<file path="src/sv/curvature_feed_limit_stream_defines.svh">
// ---------------------------------------------------------------------------
// Curvature feed limit stream: assertion macros
// Shared concurrent assertion forms, clocked on clk_i, off during reset.
// ---------------------------------------------------------------------------
`ifndef CURVATURE_FEED_LIMIT_STREAM_DEFINES_SVH
`define CURVATURE_FEED_LIMIT_STREAM_DEFINES_SVH

// Property checked at every rising clock edge.
`define CFLS_ASSERT(lbl, prop, msg) \
  lbl: assert property (@(posedge clk_i) disable iff (!rst_ni) prop) else $error(msg);

// Antecedent now, consequent in the cycle after.
`define CFLS_ASSERT_NEXT(lbl, ante, cons, msg) \
  lbl: assert property (@(posedge clk_i) disable iff (!rst_ni) (ante) |=> (cons)) \
    else $error(msg);

`endif

</file>
<file path="src/sv/cfls_pkg.sv">
`timescale 1ns / 1ps
// ---------------------------------------------------------------------------
// Curvature feed limit package
// Widths, constants, register indexes and controller/datapath types.
// ---------------------------------------------------------------------------
package cfls_pkg;

  localparam int unsigned ARC_W    = 24;
  localparam int unsigned CURV_W   = 24;
  localparam int unsigned CFG_W    = 24;
  localparam int unsigned SF_W     = 17;
  localparam int unsigned SF_FRAC  = 16;
  localparam int unsigned OUT_W    = 24;
  localparam int unsigned CFG_IDX_W = 2;

  localparam int unsigned VALUE_WIDTH_DEF = 24;

  // seconds to minutes
  localparam int unsigned FEED_PER_VEL = 60;

  // max_feed / 60 done as (max_feed >> 2) / 15 with a reciprocal multiply
  localparam int unsigned CAP_PRESHIFT = 2;
  localparam int unsigned CAP_ODD      = FEED_PER_VEL >> CAP_PRESHIFT;
  localparam int unsigned RY_W         = CFG_W - CAP_PRESHIFT;
  localparam int unsigned RECIP_SHIFT  = RY_W + 4;
  localparam int unsigned RECIP_W      = 23;
  localparam logic [RECIP_W-1:0] RECIP_M = RECIP_W'((64'd1 << RECIP_SHIFT) / CAP_ODD);
  localparam int unsigned CAP_W        = 19;
  localparam int unsigned PROD_W       = RY_W + RECIP_W;
  localparam int unsigned VEL60_W      = CAP_W + 6;
  localparam int unsigned WIDE_W       = 33;

  // divide accel * 2^24 by curvature, then square root of the quotient
  localparam int unsigned DIVD_W      = CFG_W + CURV_W;
  localparam int unsigned DIV_BITS    = 4;
  localparam int unsigned DIV_STEPS   = DIVD_W / DIV_BITS;
  localparam int unsigned ROOT_W      = DIVD_W / 2;
  localparam int unsigned SREM_W      = ROOT_W + 1;
  localparam int unsigned SQRT_DIGITS = 2;
  localparam int unsigned SQRT_STEPS  = ROOT_W / SQRT_DIGITS;
  localparam int unsigned STEP_W      = $clog2(DIV_STEPS);

  localparam logic [CFG_W-1:0] MIN_CURV_RST  = CFG_W'(1);
  localparam logic [CFG_W-1:0] MAX_FEED_RST  = CFG_W'(80000);
  localparam logic [CFG_W-1:0] MAX_ACCEL_RST = CFG_W'(16000);
  localparam logic [SF_W-1:0]  SAFETY_RST    = SF_W'(65536);

  typedef enum logic [CFG_IDX_W-1:0] {
    CFG_MIN_CURV,
    CFG_MAX_FEED,
    CFG_MAX_ACCEL,
    CFG_SAFETY
  } cfg_idx_e;

  typedef struct packed {
    logic load;
    logic recip;
    logic cap;
    logic div_step;
    logic sqrt_step;
    logic mul;
    logic finish;
  } dp_cmd_t;

  typedef struct packed {
    logic bypass;
    logic out_free;
  } dp_stat_t;

endpackage

</file>
<file path="src/sv/cfls_if.sv">
`timescale 1ns / 1ps
// ---------------------------------------------------------------------------
// Curvature feed limit stream interfaces
// Valid/ready channels for trajectory samples and limit results.
// ---------------------------------------------------------------------------
interface cfls_in_if;
  import cfls_pkg::*;

  logic              valid;
  logic              ready;
  logic [ARC_W-1:0]  arc_length;
  logic [CURV_W-1:0] curvature;
  logic              last;

  modport source (output valid, arc_length, curvature, last, input ready);
  modport sink   (input valid, arc_length, curvature, last, output ready);
endinterface

interface cfls_out_if;
  import cfls_pkg::*;

  logic             valid;
  logic             ready;
  logic [OUT_W-1:0] sample_arc;
  logic [OUT_W-1:0] velocity_limit;
  logic [OUT_W-1:0] feed_limit;
  logic [OUT_W-1:0] lowest_feed;
  logic [OUT_W-1:0] lowest_feed_arc;
  logic [OUT_W-1:0] highest_feed;
  logic             set_done;

  modport source (
    output valid, sample_arc, velocity_limit, feed_limit, lowest_feed,
           lowest_feed_arc, highest_feed, set_done,
    input  ready
  );
  modport sink (
    input  valid, sample_arc, velocity_limit, feed_limit, lowest_feed,
           lowest_feed_arc, highest_feed, set_done,
    output ready
  );
endinterface

</file>
<file path="src/sv/cfls_ctrl.sv">
`timescale 1ns / 1ps
// ---------------------------------------------------------------------------
// Curvature feed limit controller
// Per sample: recip, cap, divide and root unless bypassed, mul, result load.
// ---------------------------------------------------------------------------
module cfls_ctrl (
  input  logic               clk_i,
  input  logic               rst_ni,
  input  logic               in_valid_i,
  output logic               in_ready_o,
  input  cfls_pkg::dp_stat_t stat_i,
  output cfls_pkg::dp_cmd_t  cmd_o
);
  import cfls_pkg::*;

  typedef enum logic [2:0] {
    ST_IDLE,
    ST_RECIP,
    ST_CAP,
    ST_DIV,
    ST_SQRT,
    ST_MUL,
    ST_DONE
  } state_e;

  state_e            state_q, state_d;
  logic [STEP_W-1:0] step_q, step_d;

  assign in_ready_o = (state_q == ST_IDLE);

  always_comb begin
    cmd_o   = '0;
    state_d = state_q;
    step_d  = step_q;
    case (state_q)
      ST_IDLE: begin
        cmd_o.load = in_valid_i;
        if (in_valid_i) begin
          state_d = ST_RECIP;
        end
      end
      ST_RECIP: begin
        cmd_o.recip = 1'b1;
        state_d     = ST_CAP;
      end
      ST_CAP: begin
        cmd_o.cap = 1'b1;
        step_d    = '0;
        state_d   = stat_i.bypass ? ST_MUL : ST_DIV;
      end
      ST_DIV: begin
        cmd_o.div_step = 1'b1;
        if (step_q == STEP_W'(DIV_STEPS - 1)) begin
          step_d  = '0;
          state_d = ST_SQRT;
        end else begin
          step_d = step_q + STEP_W'(1);
        end
      end
      ST_SQRT: begin
        cmd_o.sqrt_step = 1'b1;
        if (step_q == STEP_W'(SQRT_STEPS - 1)) begin
          step_d  = '0;
          state_d = ST_MUL;
        end else begin
          step_d = step_q + STEP_W'(1);
        end
      end
      ST_MUL: begin
        cmd_o.mul = 1'b1;
        state_d   = ST_DONE;
      end
      ST_DONE: begin
        cmd_o.finish = stat_i.out_free;
        if (stat_i.out_free) begin
          state_d = ST_IDLE;
        end
      end
      default: begin
        state_d = ST_IDLE;
      end
    endcase
  end

  always_ff @(posedge clk_i or negedge rst_ni) begin
    if (!rst_ni) begin
      state_q <= ST_IDLE;
      step_q  <= '0;
    end else begin
      state_q <= state_d;
      step_q  <= step_d;
    end
  end

endmodule

</file>
<file path="src/sv/cfls_dp.sv">
`timescale 1ns / 1ps
// ---------------------------------------------------------------------------
// Curvature feed limit datapath
// Config registers, radix-16 divider, radix-4 root, feed multiply, aggregates.
// ---------------------------------------------------------------------------
module cfls_dp #(
  parameter int unsigned VALUE_WIDTH = cfls_pkg::VALUE_WIDTH_DEF
) (
  input  logic                           clk_i,
  input  logic                           rst_ni,
  input  logic                           cfg_we_i,
  input  logic [cfls_pkg::CFG_IDX_W-1:0] cfg_idx_i,
  input  logic [cfls_pkg::CFG_W-1:0]     cfg_wdata_i,
  input  logic [cfls_pkg::ARC_W-1:0]     arc_i,
  input  logic [cfls_pkg::CURV_W-1:0]    curv_i,
  input  logic                           last_i,
  input  cfls_pkg::dp_cmd_t              cmd_i,
  output cfls_pkg::dp_stat_t             stat_o,
  input  logic                           out_ready_i,
  output logic                           out_valid_o,
  output logic [cfls_pkg::OUT_W-1:0]     sample_arc_o,
  output logic [cfls_pkg::OUT_W-1:0]     velocity_limit_o,
  output logic [cfls_pkg::OUT_W-1:0]     feed_limit_o,
  output logic [cfls_pkg::OUT_W-1:0]     lowest_feed_o,
  output logic [cfls_pkg::OUT_W-1:0]     lowest_feed_arc_o,
  output logic [cfls_pkg::OUT_W-1:0]     highest_feed_o,
  output logic                           set_done_o
);
  import cfls_pkg::*;

  localparam logic [WIDE_W-1:0] VMaxW = (WIDE_W'(1) << VALUE_WIDTH) - WIDE_W'(1);

  // configuration
  logic [CFG_W-1:0] min_curv_q, max_feed_q, max_accel_q;
  logic [SF_W-1:0]  safety_q;

  // sample and working registers
  logic [ARC_W-1:0]  arc_q;
  logic [CURV_W-1:0] kappa_q;
  logic              last_q;
  logic [DIVD_W-1:0] x_q, x_d;
  logic [CURV_W-1:0] drem_q, drem_d;
  logic [SREM_W-1:0] srem_q, srem_d;
  logic [ROOT_W-1:0] root_q, root_d;
  logic [PROD_W-1:0] prod_q;
  logic [CAP_W-1:0]  vcap_q, vel_q;

  // set aggregates
  logic [VALUE_WIDTH-1:0] run_min_q, run_max_q;
  logic [ARC_W-1:0]       run_arc_q;
  logic                   have_min_q;

  // result register
  logic             out_valid_q;
  logic [OUT_W-1:0] o_arc_q, o_vel_q, o_feed_q, o_min_q, o_min_arc_q, o_max_q;
  logic             o_done_q;

  // divider step
  logic [CURV_W-1:0] div_r;
  logic [CURV_W:0]   div_t;
  logic [DIVD_W-1:0] div_x;
  // root step
  logic [SREM_W-1:0] sq_r;
  logic [SREM_W+1:0] sq_t, sq_trial;
  logic [ROOT_W-1:0] sq_root;
  logic [DIVD_W-1:0] sq_x;
  // cap, velocity, feed
  logic [RY_W-1:0]        recip_y, cap_rem;
  logic [CAP_W-1:0]       cap_q0, vcap_d, vel_pick, vel_sat;
  logic [WIDE_W-1:0]      vel_w, feed_w;
  logic [VEL60_W-1:0]     vel60;
  logic [VALUE_WIDTH-1:0] feed;
  logic                   take_min;
  logic [VALUE_WIDTH-1:0] new_min, new_max;
  logic [ARC_W-1:0]       new_arc;

  assign stat_o.bypass   = (kappa_q == '0) || (CFG_W'(kappa_q) < min_curv_q);
  assign stat_o.out_free = !out_valid_q || out_ready_i;

  always_comb begin
    div_r = drem_q;
    div_x = x_q;
    div_t = '0;
    for (int i = 0; i < DIV_BITS; i++) begin
      div_t = {div_r, div_x[DIVD_W-1]};
      div_x = {div_x[DIVD_W-2:0], 1'b0};
      if (div_t >= {1'b0, kappa_q}) begin
        div_r    = CURV_W'(div_t - {1'b0, kappa_q});
        div_x[0] = 1'b1;
      end else begin
        div_r = div_t[CURV_W-1:0];
      end
    end
  end

  always_comb begin
    sq_r     = srem_q;
    sq_root  = root_q;
    sq_x     = x_q;
    sq_t     = '0;
    sq_trial = '0;
    for (int j = 0; j < SQRT_DIGITS; j++) begin
      sq_t     = {sq_r, sq_x[DIVD_W-1 -: 2]};
      sq_x     = {sq_x[DIVD_W-3:0], 2'b00};
      sq_trial = {1'b0, sq_root, 2'b01};
      if (sq_t >= sq_trial) begin
        sq_r    = SREM_W'(sq_t - sq_trial);
        sq_root = {sq_root[ROOT_W-2:0], 1'b1};
      end else begin
        sq_r    = sq_t[SREM_W-1:0];
        sq_root = {sq_root[ROOT_W-2:0], 1'b0};
      end
    end
  end

  always_comb begin
    x_d    = x_q;
    drem_d = drem_q;
    srem_d = srem_q;
    root_d = root_q;
    if (cmd_i.load) begin
      x_d    = {max_accel_q, CURV_W'(0)};
      drem_d = '0;
      srem_d = '0;
      root_d = '0;
    end else if (cmd_i.div_step) begin
      x_d    = div_x;
      drem_d = div_r;
    end else if (cmd_i.sqrt_step) begin
      x_d    = sq_x;
      srem_d = sq_r;
      root_d = sq_root;
    end
  end

  // floor(max_feed / 60): truncated reciprocal is low by at most one
  assign recip_y = max_feed_q[CFG_W-1:CAP_PRESHIFT];
  assign cap_q0  = prod_q[RECIP_SHIFT +: CAP_W];
  assign cap_rem = recip_y - RY_W'(cap_q0 * CAP_ODD);
  assign vcap_d  = (cap_rem >= RY_W'(CAP_ODD)) ? cap_q0 + CAP_W'(1) : cap_q0;

  assign vel_pick = stat_o.bypass ? vcap_q :
                    ((root_q > ROOT_W'(vcap_q)) ? vcap_q : root_q[CAP_W-1:0]);
  assign vel_w    = WIDE_W'(vel_pick);
  assign vel_sat  = (vel_w > VMaxW) ? VMaxW[CAP_W-1:0] : vel_pick;
  assign vel60    = VEL60_W'(vel_sat * FEED_PER_VEL);

  assign feed_w = WIDE_W'(prod_q[PROD_W-1:SF_FRAC]);
  assign feed   = (feed_w > VMaxW) ? VMaxW[VALUE_WIDTH-1:0] : feed_w[VALUE_WIDTH-1:0];

  assign take_min = !have_min_q || (feed < run_min_q);
  assign new_min  = take_min ? feed : run_min_q;
  assign new_arc  = take_min ? arc_q : run_arc_q;
  assign new_max  = (feed > run_max_q) ? feed : run_max_q;

  always_ff @(posedge clk_i or negedge rst_ni) begin
    if (!rst_ni) begin
      min_curv_q  <= MIN_CURV_RST;
      max_feed_q  <= MAX_FEED_RST;
      max_accel_q <= MAX_ACCEL_RST;
      safety_q    <= SAFETY_RST;
      run_min_q   <= '1;
      run_arc_q   <= '0;
      run_max_q   <= '0;
      have_min_q  <= 1'b0;
      out_valid_q <= 1'b0;
    end else begin
      if (cfg_we_i) begin
        case (cfg_idx_e'(cfg_idx_i))
          CFG_MIN_CURV:  min_curv_q  <= cfg_wdata_i;
          CFG_MAX_FEED:  max_feed_q  <= cfg_wdata_i;
          CFG_MAX_ACCEL: max_accel_q <= cfg_wdata_i;
          CFG_SAFETY:    safety_q    <= cfg_wdata_i[SF_W-1:0];
          default: ;
        endcase
      end
      if (cmd_i.finish) begin
        if (last_q) begin
          run_min_q  <= '1;
          run_arc_q  <= '0;
          run_max_q  <= '0;
          have_min_q <= 1'b0;
        end else begin
          run_min_q  <= new_min;
          run_arc_q  <= new_arc;
          run_max_q  <= new_max;
          have_min_q <= 1'b1;
        end
        out_valid_q <= 1'b1;
      end else if (out_ready_i) begin
        out_valid_q <= 1'b0;
      end
    end
  end

  always_ff @(posedge clk_i) begin
    x_q    <= x_d;
    drem_q <= drem_d;
    srem_q <= srem_d;
    root_q <= root_d;
    if (cmd_i.load) begin
      arc_q   <= arc_i;
      kappa_q <= curv_i;
      last_q  <= last_i;
    end
    if (cmd_i.recip) begin
      prod_q <= PROD_W'(recip_y * RECIP_M);
    end else if (cmd_i.mul) begin
      prod_q <= PROD_W'(vel60 * safety_q);
    end
    if (cmd_i.cap) begin
      vcap_q <= vcap_d;
    end
    if (cmd_i.mul) begin
      vel_q <= vel_sat;
    end
    if (cmd_i.finish) begin
      o_arc_q     <= OUT_W'(arc_q);
      o_vel_q     <= OUT_W'(vel_q);
      o_feed_q    <= OUT_W'(feed);
      o_min_q     <= OUT_W'(new_min);
      o_min_arc_q <= OUT_W'(new_arc);
      o_max_q     <= OUT_W'(new_max);
      o_done_q    <= last_q;
    end
  end

  assign out_valid_o       = out_valid_q;
  assign sample_arc_o      = o_arc_q;
  assign velocity_limit_o  = o_vel_q;
  assign feed_limit_o      = o_feed_q;
  assign lowest_feed_o     = o_min_q;
  assign lowest_feed_arc_o = o_min_arc_q;
  assign highest_feed_o    = o_max_q;
  assign set_done_o        = o_done_q;

endmodule

</file>
<file path="src/sv/curvature_feed_limit_stream.sv">
// Each sample steps through reciprocal, cap, radix-16 divide, radix-4 root, multiply
// and result load; zero or below-threshold curvature skips the divide and the root.
// A new sample is taken only after the last result is loaded into a free result slot.
// Reset: config registers to listed defaults, set aggregates cleared, no result held.
`timescale 1ns / 1ps
`include "curvature_feed_limit_stream_defines.svh"
// ---------------------------------------------------------------------------
// Curvature feed limit stream
// Centripetal feed limit per trajectory sample with running min/max feed.
// ---------------------------------------------------------------------------
module curvature_feed_limit_stream #(
  parameter int unsigned VALUE_WIDTH = cfls_pkg::VALUE_WIDTH_DEF
) (
  input  logic                           clk_i,
  input  logic                           rst_ni,
  input  logic                           cfg_we_i,
  input  logic [cfls_pkg::CFG_IDX_W-1:0] cfg_idx_i,
  input  logic [cfls_pkg::CFG_W-1:0]     cfg_wdata_i,
  cfls_in_if.sink                        sample_i,
  cfls_out_if.source                     limit_o
);
  import cfls_pkg::*;

  dp_cmd_t  dp_cmd;
  dp_stat_t dp_stat;
  logic     in_ready;

  assign sample_i.ready = in_ready;

  cfls_ctrl u_ctrl (
    .clk_i      (clk_i),
    .rst_ni     (rst_ni),
    .in_valid_i (sample_i.valid),
    .in_ready_o (in_ready),
    .stat_i     (dp_stat),
    .cmd_o      (dp_cmd)
  );

  cfls_dp #(
    .VALUE_WIDTH (VALUE_WIDTH)
  ) u_dp (
    .clk_i             (clk_i),
    .rst_ni            (rst_ni),
    .cfg_we_i          (cfg_we_i),
    .cfg_idx_i         (cfg_idx_i),
    .cfg_wdata_i       (cfg_wdata_i),
    .arc_i             (sample_i.arc_length),
    .curv_i            (sample_i.curvature),
    .last_i            (sample_i.last),
    .cmd_i             (dp_cmd),
    .stat_o            (dp_stat),
    .out_ready_i       (limit_o.ready),
    .out_valid_o       (limit_o.valid),
    .sample_arc_o      (limit_o.sample_arc),
    .velocity_limit_o  (limit_o.velocity_limit),
    .feed_limit_o      (limit_o.feed_limit),
    .lowest_feed_o     (limit_o.lowest_feed),
    .lowest_feed_arc_o (limit_o.lowest_feed_arc),
    .highest_feed_o    (limit_o.highest_feed),
    .set_done_o        (limit_o.set_done)
  );

  `CFLS_ASSERT_NEXT(a_busy_after_accept, sample_i.valid && sample_i.ready, !sample_i.ready, "sample taken while busy")
  `CFLS_ASSERT(a_load_into_free_slot, dp_cmd.finish |-> dp_stat.out_free, "result overwrote pending transaction")
  `CFLS_ASSERT(a_valid_from_finish, $rose(limit_o.valid) |-> $past(dp_cmd.finish), "result valid without load")

endmodule

</file>
<file path="src/flat_wrapper.sv">
// flat-port wrapper written by rule: the top's interface ports become plain ports
module curvature_feed_limit_stream_flat import cfls_pkg::*;
#(
  parameter int unsigned VALUE_WIDTH = cfls_pkg::VALUE_WIDTH_DEF
)
  (clk_i, rst_ni, cfg_we_i, cfg_idx_i, cfg_wdata_i, sample_i_valid, sample_i_arc_length, sample_i_curvature, sample_i_last, sample_i_ready, limit_o_valid, limit_o_sample_arc, limit_o_velocity_limit, limit_o_feed_limit, limit_o_lowest_feed, limit_o_lowest_feed_arc, limit_o_highest_feed, limit_o_set_done, limit_o_ready);
  cfls_in_if sample_i_i ();
  cfls_out_if limit_o_i ();
  input  logic clk_i;
  input  logic rst_ni;
  input  logic cfg_we_i;
  input  logic [cfls_pkg::CFG_IDX_W-1:0] cfg_idx_i;
  input  logic [cfls_pkg::CFG_W-1:0] cfg_wdata_i;
  input wire logic [$bits(sample_i_i.valid)-1:0] sample_i_valid;
  input wire logic [$bits(sample_i_i.arc_length)-1:0] sample_i_arc_length;
  input wire logic [$bits(sample_i_i.curvature)-1:0] sample_i_curvature;
  input wire logic [$bits(sample_i_i.last)-1:0] sample_i_last;
  output wire logic [$bits(sample_i_i.ready)-1:0] sample_i_ready;
  output wire logic [$bits(limit_o_i.valid)-1:0] limit_o_valid;
  output wire logic [$bits(limit_o_i.sample_arc)-1:0] limit_o_sample_arc;
  output wire logic [$bits(limit_o_i.velocity_limit)-1:0] limit_o_velocity_limit;
  output wire logic [$bits(limit_o_i.feed_limit)-1:0] limit_o_feed_limit;
  output wire logic [$bits(limit_o_i.lowest_feed)-1:0] limit_o_lowest_feed;
  output wire logic [$bits(limit_o_i.lowest_feed_arc)-1:0] limit_o_lowest_feed_arc;
  output wire logic [$bits(limit_o_i.highest_feed)-1:0] limit_o_highest_feed;
  output wire logic [$bits(limit_o_i.set_done)-1:0] limit_o_set_done;
  input wire logic [$bits(limit_o_i.ready)-1:0] limit_o_ready;
  assign sample_i_i.valid = sample_i_valid;
  assign sample_i_i.arc_length = sample_i_arc_length;
  assign sample_i_i.curvature = sample_i_curvature;
  assign sample_i_i.last = sample_i_last;
  assign sample_i_ready = sample_i_i.ready;
  assign limit_o_valid = limit_o_i.valid;
  assign limit_o_sample_arc = limit_o_i.sample_arc;
  assign limit_o_velocity_limit = limit_o_i.velocity_limit;
  assign limit_o_feed_limit = limit_o_i.feed_limit;
  assign limit_o_lowest_feed = limit_o_i.lowest_feed;
  assign limit_o_lowest_feed_arc = limit_o_i.lowest_feed_arc;
  assign limit_o_highest_feed = limit_o_i.highest_feed;
  assign limit_o_set_done = limit_o_i.set_done;
  assign limit_o_i.ready = limit_o_ready;
  curvature_feed_limit_stream #(.VALUE_WIDTH(VALUE_WIDTH)) u_core (.clk_i(clk_i), .rst_ni(rst_ni), .cfg_we_i(cfg_we_i), .cfg_idx_i(cfg_idx_i), .cfg_wdata_i(cfg_wdata_i), .sample_i(sample_i_i), .limit_o(limit_o_i));
endmodule
</file>
<file path="config.mk">
export PLATFORM = sky130hd
export DESIGN_NAME = curvature_feed_limit_stream_flat
export DESIGN_NICKNAME = d
export VERILOG_FILES = /design/src/sv/cfls_pkg.sv /design/src/sv/cfls_if.sv /design/src/sv/cfls_ctrl.sv /design/src/sv/cfls_dp.sv /design/src/sv/curvature_feed_limit_stream.sv /design/src/flat_wrapper.sv
export VERILOG_INCLUDE_DIRS = /design/src /design/src/sv
export SDC_FILE = /design/constraint.sdc
export NUM_CORES = 2
export LEC_CHECK = 0
export ABC_CLOCK_PERIOD_IN_PS = 23300
export BUFFER_PORTS_ARGS = -buffer_cell sky130_fd_sc_hd__buf_2
export CAP_MARGIN = 20
export CELL_PAD_IN_SITES_DETAIL_PLACEMENT = 0
export CELL_PAD_IN_SITES_GLOBAL_PLACEMENT = 1
export CORE_UTILIZATION = 37
export CTS_BUF_LIST = sky130_fd_sc_hd__clkbuf_4 sky130_fd_sc_hd__clkbuf_8
export DETAILED_ROUTE_END_ITERATION = 10
export PLACE_DENSITY = 0.69
export SLEW_MARGIN = 20
export SYNTH_ARGS = -nofsm -noshare
export SYNTH_HDL_FRONTEND = slang
export SYNTH_SLANG_ARGS = --single-unit
</file>
<file path="constraint.sdc">
create_clock -name clk_i -period 23.3 [get_ports clk_i]
set_clock_uncertainty 0.05 [all_clocks]
set_input_delay 2.33 -clock clk_i [delete_from_list [all_inputs] [get_ports clk_i]]
set_output_delay 2.33 -clock clk_i [all_outputs]
set_load 0.02 [all_outputs]
</file>
Word-level counts from Yosys, hierarchy flattened
Cells that the tools add are included.

operators by class
  add/subtract/negate cells = 9
  multiply operators = 4
  order comparisons = 13
  equality and inequality tests = 14
  mux-type cells = 46
  bitwise operators = 1
  reductions and logical operators = 20

operator list
  cell                    number
  $mux 24                 11
  $mux 48                 3
  $ge 25x24->1            4
  $sub 24x24->24          4
  $mux 45                 2
  $mux 19                 4
  $ge 27x26->1            2
  $mux 25                 2
  $sub 25x25->25          2
  $lt 24x24->1            2
  $mul 22x21->43 const B  1
  $mul 23x17->40          1
  $gt 29x24->1 const B    1
  $gt 19x24->1 const B    1
  $gt 24x19->1            1
  $gt 24x24->1            1
  $logic_not 24->1        1
  $mul 19x4->23 const B   1
  $ge 22x4->1 const B     1
  $mul 19x4->22 const B   1
  $sub 22x22->22          1
  $pmux 3 s7              1
  $add 19x1->19 const B   1
  $mux 1                  16
  21 further kinds        42

storage, ports and cells
  register bits after elaboration = 561
  input bits = 80
  output and inout bits = 147
  word-level logic and storage cells = 136

Longest topological paths before layout
  depth after elaboration = 10
  mapped depth = 55
  mapped depth without buffers = 51

Hierarchy
A second synthesis with hierarchy kept.

second synthesis, totals
  cells, all modules = 5,594
  area total of the unflattened synthesis = 52,721.8 um2

by module, submodules not included
  module     times used  cells an instance  area an instance (um2)  seq. area each (um2)
  cfls_dp    1           5,530              52,220.1                14,425.1
  cfls_ctrl  1           64                 501.7                   175.2

Worst setup path before layout
OpenSTA, ideal clock, no wires.

  kind = reg-to-reg
  start point = reg u_core.u_dp.vcap_q[1]
  end point = reg u_core.u_dp.prod_q[36], data pin
  library setup time = 0.135 ns
  arrival = 12.622 ns
  required time = 23.115 ns
  setup slack = 10.492 ns
  stages on the path, launching flop included = 54
  path buffers = 4
  period minus slack after synthesis = 12.808 ns
  cell sequence = edfxtp_1 inv_1 ha_1 nor2b_1 o21a_1 o21a_1 o21a_1 o21a_1 o21ai_0 nand2b_1 a21oi_1 o211ai_1 a211oi_1 clkbuf_1 clkbuf_1 o21ai_0 fa_1 ha_1 [18 not listed] inv_1 fa_1 fa_1 fa_1 inv_1 fa_1 inv_1 ha_1 a21oi_1 nor2b_1 o21ai_0 nand2b_1 o21a_1 a21o_1 a21oi_1 o21bai_1 or4b_2 nand3_1

on the way
  word-level cells in the longest chain between the ends = 9

RTL lines
  item                         RTL line        source
  start, declared              cfls_dp.sv:46   logic [CAP_W-1:0] vcap_q, vel_q;
  start signal, assigned       cfls_dp.sv:212  vcap_q <= vcap_d;
  $gt 24x19->1 *               cfls_dp.sv:143  ((root_q > ROOT_W'(vcap_q)) ? vcap_q : root_q[CAP_W-1:0]);
  $mux 19 *                    cfls_dp.sv:143
  $mux 19 *                    cfls_dp.sv:142  assign vel_pick = stat_o.bypass ? vcap_q :
  via u_core.u_dp.vel_pick[2]  cfls_dp.sv:69   logic [CAP_W-1:0] cap_q0, vcap_d, vel_pick, vel_sat;
  $gt 19x24->1                 cfls_dp.sv:145  assign vel_sat = (vel_w > VMaxW) ? VMaxW[CAP_W-1:0] : vel_pick;
  $mux 19 *                    cfls_dp.sv:145
  $mul 19x4->23 *              cfls_dp.sv:146  assign vel60 = VEL60_W'(vel_sat * FEED_PER_VEL);
  $mul 23x17->40 *             cfls_dp.sv:209  prod_q <= PROD_W'(vel60 * safety_q);
  $mux 45 *                    cfls_dp.sv:208  end else if (cmd_i.mul) begin
  $mux 45 *                    cfls_dp.sv:206  if (cmd_i.recip) begin
  end signal, assigned         cfls_dp.sv:207  prod_q <= PROD_W'(recip_y * RECIP_M);
  end signal, assigned         cfls_dp.sv:209
  end, declared                cfls_dp.sv:45   logic [PROD_W-1:0] prod_q;

The timed path passes the listed nets; every way through them passes the cells marked *. The select of a mux whose other input is x is not followed.
A chain may end at the register's enable or synchronous reset.

Worst setup path in the final report
  start point = reg u_core.u_dp.vcap_q[1]
  end point = reg u_core.u_dp.prod_q[36], data pin

on the way
  word-level cells in the longest chain between the ends = 9

RTL lines
  item              RTL line
  $gt 24x19->1      cfls_dp.sv:143
  $mux 19           cfls_dp.sv:143
  $mux 19 *         cfls_dp.sv:142
  $gt 19x24->1      cfls_dp.sv:145
  $mux 19 *         cfls_dp.sv:145
  $mul 19x4->23 *   cfls_dp.sv:146
  $mul 23x17->40 *  cfls_dp.sv:209
  $mux 45 *         cfls_dp.sv:208
  $mux 45 *         cfls_dp.sv:206

Every way passes the cells marked *; elsewhere a longest branch is shown, timed or not. The select of a mux whose other input is x is not followed.

==> run metrics <==
status=complete, no violations; Area Overhead vs Synth=10.4%; Compound-Gate Fraction of Synth Area=13.7%; Rel. slew slack=21.9%; H-tree depth=3; GRT Residual Overflow=0; final hold vios=0; CP delay by family, top=adder cells; DRC=0; Setup TNS Final=0 ps; Final period util=about 61%; cell area after synthesis=0.0525 mm2; reg2reg setup slack=9110 ps; clock root buffer=clkbuf_8; unrepaired setup endpoints after global routing=false; end of the worst register-to-register path=u_core.u_dp.prod_q[36]$_DFFE_PP_; first-pass detailed-route iteration total=6; CTS Hold Bufs=0; Post-CTS Setup Repair Bufs=0; worst r2r path cells=51; Post-synth EDFFs=280; RD Place Congestion=0.918; Starting Density=37.5%; largest net degree at the start of global routing=83; PortBufs=221; DR iter-0 viols=2,799; CP Capture Type=flip-flop; Synth Register Bits=545; wire per inst=20.1 um; clock-pin slew on the worst setup and hold paths=60 ps; Mean Syn Cell Area=between 9 and 10 um2; layout cells sized above 1=11.4%; dpl hpwl=121 mm; R2R Path Start=u_core.u_dp.vcap_q[1]$_DFFE_PP_; # fillers=13,900; WP data arrival=~15,000 ps; worst path required time=23,890 ps; ys flop type=edfxtp_1; DIE AREA=0.143 mm2; Final #Nets=6,850; Die H=379 um; CTS tree=built; Final setup viols=0; Final Max Tran Viols=0; post-synthesis sequential area ratio=about 28%; Die W=379 um; Clk Latency, worst-skew pair=between 800 and 900 ps; Via density=5.24; Detail Route Antenna Nets=0; Rows=137; Max clock buf depth=3; worst slew pin tran=1170 ps; first-pass GRT wire length=239 mm; maximum fanout along the worst path=79; CTS buffer count=95; CTS Sinks=545; Hold Crit Class=flip-flop to flip-flop; Fmax=70.5 MHz; via count=40,300; Syn Inst Count=between 5,000 and 6,000; crit path time final=between 10,000 and 15,000 ps; WP buf/inv=6; Slowest cell on crit path=ha_1; routed wire length=155 mm; async set-reset flop share out of synthesis=between 30% and 40%; Synth Area in XOR/XNOR=approximately 3.8%; core area=approximately 0.14 mm2; post-synthesis simple-gate area fraction=around 13%; antenna violations before repair=5; Crit path top cell by count=fa_1; delay of the slowest critical-path stage=770 ps; Hold Crit Depth=0; Syn. warnings=0; all-layer global routing usage=roughly 22%; Max Cap Viol=0; Netlist cell types=99; area of the multi-input gates=~0.034 mm2; mux share of post-synthesis cell area=3.48%; vias in the first global route=about 40,000; Setup Crit Path Kind=flip-flop to flip-flop; post-CTS sizing=0; Synth Area in Adders=between 30 and 40%; Hold EP=u_core.u_dp.velocity_limit_o[6]$_DFFE_PP_; min-delay src=u_core.u_dp.vel_q[6]$_DFFE_PP_; combinational family with the most area after synthesis=adder cells; Critical Path Start=u_core.u_dp.vcap_q[1]$_DFFE_PP_; Storage cell area=0.0146 mm2; io pins=227; startpoint types=flip-flop
[synthesized netlist by cell type, types with 14 or more instances]
master    count  share of area (%)
nand4_1      47               0.56
xnor2_1     153                2.6
o21bai_1     31               0.44
nand2b_1     47               0.56
mux2i_1      68                1.3
edfxtp_1    280                 16
o21a_1       54               0.77
nor3_1       53               0.51
mux2_2       99                2.1
o22a_1       15               0.25
dfstp_2      37                1.9
a22oi_1      29               0.41
xor2_1       76                1.3
or3_1        24               0.29
nand3_1      66               0.63
o21ai_0     272                2.6
nor2_1      232                1.7
nor2b_1      45               0.54
a22o_1       26               0.43
o211ai_1     17               0.24
dfxtp_1      97                3.7
fa_1        448                 17
a31oi_1      20               0.24
o221ai_1     22               0.37
or2_2        14               0.17
ha_1        584                 14
dfrtp_1     131                6.2
a21o_1      128                1.8
a211oi_1     34               0.49
clkbuf_1    173                1.2
and2_1      185                2.2
nand2_1     651                4.7
nor4_1       14               0.17
and3_1       33               0.39
a21oi_1     346                3.3
inv_1       791                5.7
[registers in the layout, indices dropped and copies added, names as in the netlist, 17 cells and up]
register and flops:
u_core.u_dp.sample_arc_o 24, u_core.u_dp.safety_q 17, u_core.u_dp.vcap_q 19, u_core.u_dp.prod_q 29, u_core.u_dp.run_max_q 24, u_core.u_dp.min_curv_q 24, u_core.u_dp.feed_limit_o 24, u_core.u_dp.vel_q 19
u_core.u_dp.srem_q 25, u_core.u_dp.lowest_feed_o 24, u_core.u_dp.max_feed_q 22, u_core.u_dp.arc_q 24, u_core.u_dp.root_q 24, u_core.u_dp.x_q 48, u_core.u_dp.run_arc_q 24, u_core.u_dp.kappa_q 24
u_core.u_dp.highest_feed_o 24, u_core.u_dp.max_accel_q 24, u_core.u_dp.lowest_feed_arc_o 24, u_core.u_dp.velocity_limit_o 19, u_core.u_dp.run_min_q 24, u_core.u_dp.drem_q 24
[cells in the final DEF, fill, tap and decap left out, types with 67 or more instances in the layout]
master / n
dfxtp_1: 97
edfxtp_1: 280
a21o_1: 127
ha_1: 584
buf_4: 67
dfrtp_1: 129
inv_1: 790
xor2_1: 76
clkbuf_8: 110
nor2_1: 230
mux2i_1: 68
a21oi_1: 345
buf_2: 220
o21ai_0: 272
mux2_2: 99
fa_1: 448
xnor2_1: 153
nand2_1: 649
and2_1: 184
[routing by layer]
metal / part of all wire (%) / global-route usage (%) / vias to the layer above / wire length (um)
met3: 6.2 / 3.06 / 168 / 9540
met2: 44 / 33.7 / 1104 / 68200
li1: - / - / 19100 / -
met5: 0.0045 / 0 / - / 7
met4: 1.7 / 3.90 / 2 / 2590
met1: 48 / 31.8 / 19900 / 74600
[metrics by stage]
step | util, % | hold slack [ps] | std cells | instance area, um2 | setup WS (ps)
3_3_place_gp | 39.8 | 355 | 7516 | 55800 | 9360
6_report | 41.3 | 369 | 7698 | 58000 | 9110
5_1_grt | 41.3 | 375 | 7698 | 58000 | 8240
4_1_cts | 41.3 | 370 | 7697 | 58000 | 9130
2_1_floorplan | - | 350 | 5551 | 52500 | 10490
3_5_place_dp | 39.8 | 357 | 7517 | 55800 | 9260
[worst max path at each step]
stage / to / slack, ps / depth (start not counted)
6_report: u_core.u_dp.prod_q[36]$_DFFE_PP_ / 9110 / 51
4_1_cts: u_core.u_dp.prod_q[36]$_DFFE_PP_ / 9130 / 51
3_5_place_dp: u_core.u_dp.prod_q[36]$_DFFE_PP_ / 9260 / 51
2_1_floorplan: u_core.u_dp.prod_q[36]$_DFFE_PP_ / 10490 / 53
5_1_grt: u_core.u_dp.prod_q[36]$_DFFE_PP_ / 8240 / 51
3_3_place_gp: u_core.u_dp.prod_q[36]$_DFFE_PP_ / 9360 / 51
[cell type report]
| class | count | share of cell area [%] |
|---|---|---|
| Inverter | 792 | 5.14 |
| Clock buffer | 139 | 2.98 |
| Tap cell | 1876 | 4.05 |
| Timing Repair Buffer | 289 | 2.84 |
| Antenna cell | 1 | 0.00432 |
| Multi-Input combinational cell | 4015 | 59.0 |
| Sequential cell | 545 | 25.2 |
| Clock inverter | 41 | 0.762 |
[cell families after synthesis]
logic type	after synthesis
compound gates	1127
xor+xnor	229
fa+ha+maj	1032
buf+inv	991
flops	545
mux	169
other cells	1
simple gates	1453
[worst register-to-register path, delay by kind of cell, from the launching register on]
| kind | cells | cell delay, ps |
|---|---|---|
| mux | 1 | 620 |
| flops | 1 | 420 |
| buf+inv | 6 | 1120 |
| xor+xnor | 2 | 380 |
| simple gates | 8 | 1650 |
| compound gates | 23 | 4620 |
| fa+ha+maj | 11 | 5190 |
Power is not shown: default switching activity piles up to over one toggle a cycle in this logic, so the estimate is an artifact.
